## config.mk

```make
export PLATFORM = sky130hd
export DESIGN_NAME = shared_array_multi_stack_flat
export DESIGN_NICKNAME = d
export VERILOG_FILES = /design/src/smsk_pkg.sv /design/src/smsk_if.sv /design/src/smsk_ctrl.sv /design/src/smsk_dp.sv /design/src/shared_array_multi_stack.sv /design/src/flat_wrapper.sv
export SDC_FILE = /design/constraint.sdc
export NUM_CORES = 1
export LEC_CHECK = 0
export BUFFER_PORTS_ARGS = -buffer_cell sky130_fd_sc_hd__buf_2
export CORE_ASPECT_RATIO = 0.75
export CORE_UTILIZATION = 40
export CTS_CLUSTER_SIZE = 16
export DETAILED_ROUTE_END_ITERATION = 6
export SYNTH_ARGS = -nofsm -noshare
export SYNTH_HDL_FRONTEND = slang
export SYNTH_HIERARCHICAL = 1
export SYNTH_SLANG_ARGS = --single-unit
export TNS_END_PERCENT = 5
```

## constraint.sdc

```tcl
create_clock -name clk -period 13.5 [get_ports clk]
set_input_delay 2.7 -clock clk [delete_from_list [all_inputs] [get_ports clk]]
set_output_delay 2.7 -clock clk [all_outputs]
set_load 0.05 [all_outputs]
```

## src/smsk_pkg.sv

```systemverilog
package smsk_pkg;

  typedef logic              opcode_t;
  typedef logic [1:0]        sid_t;
  typedef logic signed [31:0] word_t;
  typedef logic [1:0]        status_t;

  localparam opcode_t OP_PUSH = 1'b0;
  localparam opcode_t OP_POP  = 1'b1;

  localparam status_t ST_DONE      = 2'd0;
  localparam status_t ST_OVERFLOW  = 2'd1;
  localparam status_t ST_UNDERFLOW = 2'd2;

  localparam word_t UNDERFLOW_VALUE = 32'sh7FFF_FFFF;
  localparam word_t ZERO_WORD       = 32'sh0000_0000;

  typedef struct packed {
    logic load;
    logic step_pop;
    logic done_push;
    logic done_pop;
    logic done_err;
  } cmd_t;

  typedef struct packed {
    logic is_pop;
    logic err;
    logic out_busy;
  } stat_t;

endpackage

```

## src/smsk_if.sv

```systemverilog
interface smsk_in_if;
  import smsk_pkg::*;

  logic    valid;
  logic    ready;
  opcode_t opcode;
  sid_t    stack_id;
  word_t   push_value;

  modport source (output valid, output opcode, output stack_id, output push_value,
                  input ready);
  modport sink   (input valid, input opcode, input stack_id, input push_value,
                  output ready);
endinterface

interface smsk_out_if;
  import smsk_pkg::*;

  logic    valid;
  logic    ready;
  word_t   pop_value;
  status_t status;

  modport source (output valid, output pop_value, output status, input ready);
  modport sink   (input valid, input pop_value, input status, output ready);
endinterface

```

## src/smsk_ctrl.sv

```systemverilog
module smsk_ctrl (
  input  logic           clk,
  input  logic           rst_n,
  input  logic           in_valid,
  output logic           in_ready,
  input  smsk_pkg::stat_t stat,
  output smsk_pkg::cmd_t  cmd
);
  import smsk_pkg::*;

  typedef enum logic [2:0] {
    S_IDLE = 3'b001,
    S_HEAD = 3'b010,
    S_POP  = 3'b100
  } state_t;

  state_t state_r, state_nxt;

  always_comb begin
    state_nxt = state_r;
    cmd       = '0;
    in_ready  = 1'b0;
    unique case (state_r)
      S_IDLE: begin
        in_ready = 1'b1;
        if (in_valid) begin
          cmd.load  = 1'b1;
          state_nxt = S_HEAD;
        end
      end
      S_HEAD: begin
        if (stat.err) begin
          if (!stat.out_busy) begin
            cmd.done_err = 1'b1;
            state_nxt    = S_IDLE;
          end
        end else if (stat.is_pop) begin
          cmd.step_pop = 1'b1;
          state_nxt    = S_POP;
        end else if (!stat.out_busy) begin
          cmd.done_push = 1'b1;
          state_nxt     = S_IDLE;
        end
      end
      S_POP: begin
        if (!stat.out_busy) begin
          cmd.done_pop = 1'b1;
          state_nxt    = S_IDLE;
        end
      end
      default: state_nxt = S_IDLE;
    endcase
  end

  always_ff @(posedge clk) begin
    if (!rst_n) begin
      state_r <= S_IDLE;
    end else begin
      state_r <= state_nxt;
    end
  end

endmodule

```

## src/smsk_dp.sv

```systemverilog
module smsk_dp #(
  parameter int NUM_STACKS = 4,
  parameter int NUM_SLOTS  = 16
) (
  input  logic              clk,
  input  logic              rst_n,
  input  smsk_pkg::opcode_t opcode,
  input  smsk_pkg::sid_t    stack_id,
  input  smsk_pkg::word_t   push_value,
  input  smsk_pkg::cmd_t    cmd,
  output smsk_pkg::stat_t   stat,
  input  logic              out_ready,
  output logic              out_valid,
  output smsk_pkg::word_t   pop_value,
  output smsk_pkg::status_t status
);
  import smsk_pkg::*;

  localparam int AW = $clog2(NUM_SLOTS);
  localparam int PW = $clog2(NUM_SLOTS + 1);
  localparam int SW = (NUM_STACKS > 1) ? $clog2(NUM_STACKS) : 1;
  localparam logic [PW-1:0] NULL_P = PW'(NUM_SLOTS);

  opcode_t        op_r;
  logic [SW-1:0]  sid_r;
  logic           sid_ok_r;
  word_t          val_r;

  logic [PW-1:0]  free_head_r;
  logic [PW-1:0]  hw_r;
  logic [NUM_STACKS-1:0] head_vld_r;

  logic [PW-1:0]  head_mem [NUM_STACKS];
  logic [PW-1:0]  link_mem [NUM_SLOTS];
  word_t          data_mem [NUM_SLOTS];

  logic [PW-1:0]  head_rd_r;
  logic           head_rv_r;
  logic [PW-1:0]  link_rd_r;
  word_t          data_rd_r;
  logic           fresh_r;
  logic [PW-1:0]  fresh_link_r;

  logic           out_valid_r;
  word_t          out_value_r;
  status_t        out_status_r;

  logic [SW-1:0]  sid_in;
  logic [PW-1:0]  top;
  logic [PW-1:0]  link_eff;
  logic           top_null;
  logic           free_null;

  logic           link_we;
  logic [AW-1:0]  link_waddr;
  logic [PW-1:0]  link_wdata;
  logic           link_re;
  logic [AW-1:0]  link_raddr;

  assign sid_in    = SW'(stack_id);
  assign top       = head_rv_r ? head_rd_r : NULL_P;
  assign top_null  = (top >= NULL_P);
  assign free_null = (free_head_r >= NULL_P);
  assign link_eff  = fresh_r ? fresh_link_r : link_rd_r;

  assign stat.is_pop   = (op_r == OP_POP);
  assign stat.err      = !sid_ok_r || ((op_r == OP_POP) ? top_null : free_null);
  assign stat.out_busy = out_valid_r && !out_ready;

  always_comb begin
    link_we    = cmd.done_push || cmd.done_pop;
    link_waddr = cmd.done_push ? free_head_r[AW-1:0] : top[AW-1:0];
    link_wdata = cmd.done_push ? top : free_head_r;
    link_re    = (cmd.load && (opcode == OP_PUSH) && !free_null) || cmd.step_pop;
    link_raddr = cmd.step_pop ? top[AW-1:0] : free_head_r[AW-1:0];
  end

  // item capture
  always_ff @(posedge clk) begin
    if (cmd.load) begin
      op_r     <= opcode;
      sid_r    <= sid_in;
      sid_ok_r <= (32'(stack_id) < NUM_STACKS);
      val_r    <= push_value;
      fresh_r      <= (free_head_r >= hw_r);
      fresh_link_r <= free_head_r + PW'(1);
    end else if (cmd.step_pop) begin
      fresh_r <= 1'b0;
    end
  end

  // head pointer store
  always_ff @(posedge clk) begin
    if (cmd.done_push) begin
      head_mem[sid_r] <= free_head_r;
    end else if (cmd.done_pop) begin
      head_mem[sid_r] <= link_rd_r;
    end
    if (cmd.load) begin
      head_rd_r <= head_mem[sid_in];
      head_rv_r <= head_vld_r[sid_in];
    end
  end

  // link store
  always_ff @(posedge clk) begin
    if (link_we) begin
      link_mem[link_waddr] <= link_wdata;
    end
    if (link_re) begin
      link_rd_r <= link_mem[link_raddr];
    end
  end

  // data store
  always_ff @(posedge clk) begin
    if (cmd.done_push) begin
      data_mem[free_head_r[AW-1:0]] <= val_r;
    end
    if (cmd.step_pop) begin
      data_rd_r <= data_mem[top[AW-1:0]];
    end
  end

  // free list, fill mark, head valid bits
  always_ff @(posedge clk) begin
    if (!rst_n) begin
      free_head_r <= '0;
      hw_r        <= '0;
      head_vld_r  <= '0;
    end else if (cmd.done_push) begin
      free_head_r       <= link_eff;
      head_vld_r[sid_r] <= 1'b1;
      if (free_head_r == hw_r) begin
        hw_r <= hw_r + PW'(1);
      end
    end else if (cmd.done_pop) begin
      free_head_r <= top;
    end
  end

  // result register
  always_ff @(posedge clk) begin
    if (!rst_n) begin
      out_valid_r <= 1'b0;
    end else if (cmd.done_push || cmd.done_pop || cmd.done_err) begin
      out_valid_r <= 1'b1;
    end else if (out_ready) begin
      out_valid_r <= 1'b0;
    end
  end

  always_ff @(posedge clk) begin
    if (cmd.done_push) begin
      out_value_r  <= ZERO_WORD;
      out_status_r <= ST_DONE;
    end else if (cmd.done_pop) begin
      out_value_r  <= data_rd_r;
      out_status_r <= ST_DONE;
    end else if (cmd.done_err) begin
      out_value_r  <= (op_r == OP_POP) ? UNDERFLOW_VALUE : ZERO_WORD;
      out_status_r <= (op_r == OP_POP) ? ST_UNDERFLOW : ST_OVERFLOW;
    end
  end

  assign out_valid = out_valid_r;
  assign pop_value = out_value_r;
  assign status    = out_status_r;

endmodule

```

## src/shared_array_multi_stack.sv

```systemverilog
// Multiple LIFO stacks sharing one slot store, with a linked free list.
// in_ch: one word per operation (opcode 0 = push, 1 = pop, stack_id,
// push_value). out_ch: exactly one word back per operation, in order, with
// pop_value and status (0 done, 1 overflow, 2 underflow).
// Timing: out_ch.valid is registered; a push, an overflow or an underflow
// is answered from state S_HEAD, a pop from S_HEAD and then S_POP. The pop
// chain is head read, then link and data reads, each from a registered-read
// memory. One operation is in flight at a time; in_ch.ready is high while
// the controller is idle, so a new word is taken even while the previous
// result still waits on out_ch.
// Stall: while out_ch holds an untaken result, the next operation waits in
// its final step with nothing committed until out_ch.ready.
// Reset: all stacks empty, every slot free, result register empty. No
// clearing pass; unwritten links are covered by a fill mark.
module shared_array_multi_stack #(
  parameter int NUM_STACKS = 4,
  parameter int NUM_SLOTS  = 16
) (
  input  logic       clk,
  input  logic       rst_n,
  smsk_in_if.sink    in_ch,
  smsk_out_if.source out_ch
);
  import smsk_pkg::*;

  cmd_t  cmd;
  stat_t stat;

  smsk_ctrl u_ctrl (
    .clk      (clk),
    .rst_n    (rst_n),
    .in_valid (in_ch.valid),
    .in_ready (in_ch.ready),
    .stat     (stat),
    .cmd      (cmd)
  );

  smsk_dp #(
    .NUM_STACKS (NUM_STACKS),
    .NUM_SLOTS  (NUM_SLOTS)
  ) u_dp (
    .clk        (clk),
    .rst_n      (rst_n),
    .opcode     (in_ch.opcode),
    .stack_id   (in_ch.stack_id),
    .push_value (in_ch.push_value),
    .cmd        (cmd),
    .stat       (stat),
    .out_ready  (out_ch.ready),
    .out_valid  (out_ch.valid),
    .pop_value  (out_ch.pop_value),
    .status     (out_ch.status)
  );

endmodule
```

## src/flat_wrapper.sv

```systemverilog
// flat-port wrapper written by rule: the top's interface ports become plain ports
module shared_array_multi_stack_flat import smsk_pkg::*;
#(
  parameter int NUM_STACKS = 4,
  parameter int NUM_SLOTS  = 16
)
  (clk, rst_n, in_ch_valid, in_ch_opcode, in_ch_stack_id, in_ch_push_value, in_ch_ready, out_ch_valid, out_ch_pop_value, out_ch_status, out_ch_ready);
  smsk_in_if in_ch_i ();
  smsk_out_if out_ch_i ();
  input  logic clk;
  input  logic rst_n;
  input wire logic [$bits(in_ch_i.valid)-1:0] in_ch_valid;
  input wire logic [$bits(in_ch_i.opcode)-1:0] in_ch_opcode;
  input wire logic [$bits(in_ch_i.stack_id)-1:0] in_ch_stack_id;
  input wire logic [$bits(in_ch_i.push_value)-1:0] in_ch_push_value;
  output wire logic [$bits(in_ch_i.ready)-1:0] in_ch_ready;
  output wire logic [$bits(out_ch_i.valid)-1:0] out_ch_valid;
  output wire logic [$bits(out_ch_i.pop_value)-1:0] out_ch_pop_value;
  output wire logic [$bits(out_ch_i.status)-1:0] out_ch_status;
  input wire logic [$bits(out_ch_i.ready)-1:0] out_ch_ready;
  assign in_ch_i.valid = in_ch_valid;
  assign in_ch_i.opcode = in_ch_opcode;
  assign in_ch_i.stack_id = in_ch_stack_id;
  assign in_ch_i.push_value = in_ch_push_value;
  assign in_ch_ready = in_ch_i.ready;
  assign out_ch_valid = out_ch_i.valid;
  assign out_ch_pop_value = out_ch_i.pop_value;
  assign out_ch_status = out_ch_i.status;
  assign out_ch_i.ready = out_ch_ready;
  shared_array_multi_stack #(.NUM_STACKS(NUM_STACKS), .NUM_SLOTS(NUM_SLOTS)) u_core (.clk(clk), .rst_n(rst_n), .in_ch(in_ch_i), .out_ch(out_ch_i));
endmodule
```

==> impl_metrics.csv <==
group,metric,value,unit
sta,timing.slew.headroom,11.8,%
drt,ant_nets,0,
power_and_ir_drop,power.switching,0.00118,W
cells_and_area,nFillCells,6214,
sta,rsz0062_at_grt,"no",
drt,wirelength,68400,µm
drt,post_drt_wl_per_cell,23.3,µm
yosys,netlist_area,29100,µm²
yosys,synth_top_flop_cell,"edfxtp_1",
power_and_ir_drop,p_clk_share,41.0,%
min_path,hold_end,"u_core/u_dp/head_vld_r[2]$_SDFFE_PN0P_",
die,start_util,40.5,%
power_and_ir_drop,p_per_area,154,nW/µm²
cells_and_area,syn_to_final_growth,12.9,%
setup_path,crit_fanout,68,
cells_and_area,drive_gt1_share,14.6,%
sta,worst_pin_slew,1.31,ns
sta,max_freq,191,MHz
sta,skew,0.0248,ns
min_path,min_from,"u_core/u_dp/head_vld_r[2]$_SDFFE_PN0P_",
sta,setup_viol,0,
global_route,grt_pass1_vias,15931,
setup_path,crit_path_end_kind,"flip-flop",
placed_design,place_congestion,0.811,
yosys,synth_nets,1919,
clocking,cts_hold_buffers,0,
die,die_w,313,µm
yosys,synth_area_leaders,"edfxtp_1, mux2i_1, dfxtp_1, a21oi_1, a221oi_1",
global_route,antenna_found_initial,0,
min_path,min_path_cells,1,
drt,via_per_inst,5.57,
placed_design,port_buffers,74,
yosys,ys_ff_latch,748,
clocking,cts_sinks,748,
power_and_ir_drop,power.share.sequential,52.0,%
cells_and_area,final_common_cell,"edfxtp_1",
power_and_ir_drop,intPower,0.00388,W
drt,dr.pass1.iters,6,
die,num_io_pins,75,
global_route,grt_max_degree,101,
min_path,min_path_type,"flip-flop to flip-flop",
sta,tns,0,ns
die,die-area,73800,µm²
placed_design,place_hpwl,38200,µm
drt,drt-initial-drc-count,1566,
power_and_ir_drop,p_leak,10.8,nW
setup_path,start_kind,"primary input",
clocking,cts_setup_buffers,0,
yosys,synth_edf_count,696,
clocking,cts_tree,"yes",
sta,hold_violations,0,
power_and_ir_drop,ir_drop,0.0000884,V
setup_path,criticalPathCategory,"primary input to flip-flop",
cells_and_area,final_cell_mix,"edfxtp_1, a21oi_1, mux2i_1, nand2_1, o21ai_0",
clocking,cts_root_buffer,"clkbuf_16",
power_and_ir_drop,p_comb_share,6.9,%
setup_path,r2r-end,"u_core/u_dp/link_rd_r[4]$_DFFE_PP_",
flow_run,drv_cap,0,
clocking,cts_buffers,74,
clocking,cts_resized,0,
clocking,clkTransAtPathRegs,0.06,ns
clocking,clk-insertion-delay-late,0.62,ns
yosys,synth_area_per_cell,15.6,µm²
global_route,grt_pass1_wl,102000,µm
global_route,grt_use_total,18.4,%
sta,finalCritPeriodShare,38.9,%
clocking,cts_buffer_depth,3,
power_and_ir_drop,p_sw_share,23.3,%
yosys,yosysTopAreaCell,"edfxtp_1",
clocking,htree_num_levels,3,
setup_path,required,13.73,ns
die,die_y,236,µm
sta,slew_viol_final,0,
cells_and_area,final_core_utilization,45.7,%
status,status,"finished, final reports clean",
setup_path,reg2reg_depth,11,
yosys,synth_top_area_share,71.9,%
drt,vias,16331,
setup_path,crit_arrival,5.47,ns
cells_and_area,diodes,0,
yosys,syn_inst,1870,
setup_path,r2r_setup_slack,9.34,ns
yosys,ys_types,48,
yosys,yosysWarnings,6,
global_route,grt_overflow,0,
cells_and_area,layout.nets,1965,
die,core.rowCount,85,
drt,drc_errors,0,
yosys,yosysSeqAreaShare,75.4,%
yosys,synthArstFlopShare,0,%
die,core_area,71900,µm²
sta,fin_crit,5.25,ns
setup_path,r2r-start,"u_core/u_dp/head_rd_r[4]$_DFFE_PP_",
-- through the flow --
step	setup WS, ns	area [µm²]	cells	hold slack (ns)	power (W)
floorplan	8.37	29100	1870	0.435	0.00291
global placement	7.71	30400	2797	0.441	0.00303
detailed placement	7.65	30400	2797	0.459	0.00303
CTS	8.30	32800	2933	0.473	0.00510
global route	8.10	32800	2933	0.486	0.00522
finish	8.25	32800	2933	0.467	0.00506
-- Yosys cell counts, drive strengths merged, types with 2 or more instances --
library cell	n
dfxtp	52
a32oi	35
a221oi	64
edfxtp	696
mux2	39
o21a	5
nand3	4
a31oi	6
nand2b	38
mux2i	142
nor2b	9
xor2	2
nand2	127
xnor2	5
a21oi	197
o21ai	110
and2	20
o211a	5
ha	10
nor3	4
o22ai	23
inv	11
or2	4
a22oi	32
mux4	6
nor3b	6
nand4	3
clkbuf	82
buf	45
nor2	67
a21boi	2
and3	6
or4	5
-- metal layers --
layer | global-route usage (%) | vias to the layer above | part of all wire (%)
met1 | 28.1 | 8247 | 48
met2 | 26.7 | 579 | 43
li1 | - | 7394 | -
met4 | 5.16 | 0 | 2.1
met5 | 0 | - | 0
met3 | 3.51 | 111 | 6.6
-- sequential cells by signal, indices dropped and copies added (netlist names), 2 cells and up --
name and count:
u_core/u_dp/hw_r 5, u_core/u_dp/link_mem 80, u_core/u_dp/data_rd_r 32, u_core/u_dp/status 2
u_core/u_dp/val_r 32, u_core/u_ctrl/state_r 3, u_core/u_dp/link_rd_r 5, u_core/u_dp/head_rd_r 5
u_core/u_dp/head_vld_r 4, u_core/u_dp/head_mem 20, u_core/u_dp/sid_r 2, u_core/u_dp/pop_value 32
u_core/u_dp/data_mem 512, u_core/u_dp/free_head_r 5, u_core/u_dp/fresh_link_r 5
-- power groups by stage --
stage / clock network, W / registers (W) / logic [W]
5_1_grt: 0.00220 / 0.00264 / 0.000379
6_report: 0.00207 / 0.00263 / 0.000351
4_1_cts: 0.00211 / 0.00263 / 0.000354
3_3_place_gp: 0 / 0.00268 / 0.000351
3_5_place_dp: 0 / 0.00268 / 0.000352
2_1_floorplan: 0 / 0.00275 / 0.000164
-- worst max-delay path, cell delays in order --
cell	delay [ns]
buf_2	0.08
nor2b_1	0.11
nor4_2	0.30
buf_4	0.67
inv_1	0.26
nor2_1	0.36
and2_2	0.92
-- worst max path at each step --
stage / start / slack [ns] / end
floorplan: out_ch_ready / 8.37 / u_core/u_dp/data_mem[0][0]$_DFFE_PP_
global placement: out_ch_ready / 7.71 / u_core/u_dp/data_mem[7][20]$_DFFE_PP_
detailed placement: out_ch_ready / 7.65 / u_core/u_dp/data_mem[7][19]$_DFFE_PP_
CTS: out_ch_ready / 8.30 / u_core/u_dp/data_mem[7][24]$_DFFE_PP_
global route: out_ch_ready / 8.10 / u_core/u_dp/data_mem[6][27]$_DFFE_PP_
finish: out_ch_ready / 8.25 / u_core/u_dp/data_mem[6][24]$_DFFE_PP_
-- cells by family after synthesis --
family	synth area share [%]
flip-flops	75.4
AO/OA/AOI/OAI	10.3
AND/OR/NAND/NOR	4.78
multiplexers	6.86
buffers and inverters	2.02
adder cells (fa/ha/maj)	0.430
XOR/XNOR	0.211
-- cell type report --
cell class                      count  area (µm²)  share of cell area [%]
Sequential cell                   748       21900                    66.8
Multi-Input combinational cell    984        6650                    20.2
Clock buffer                       87        1930                    5.88
Tap cell                          957        1200                    3.65
Timing Repair Buffer               97         556                    1.69
Clock inverter                     49         519                    1.58
Inverter                           11        41.3                   0.126
Note: power is estimated with default switching activity, not from simulation.
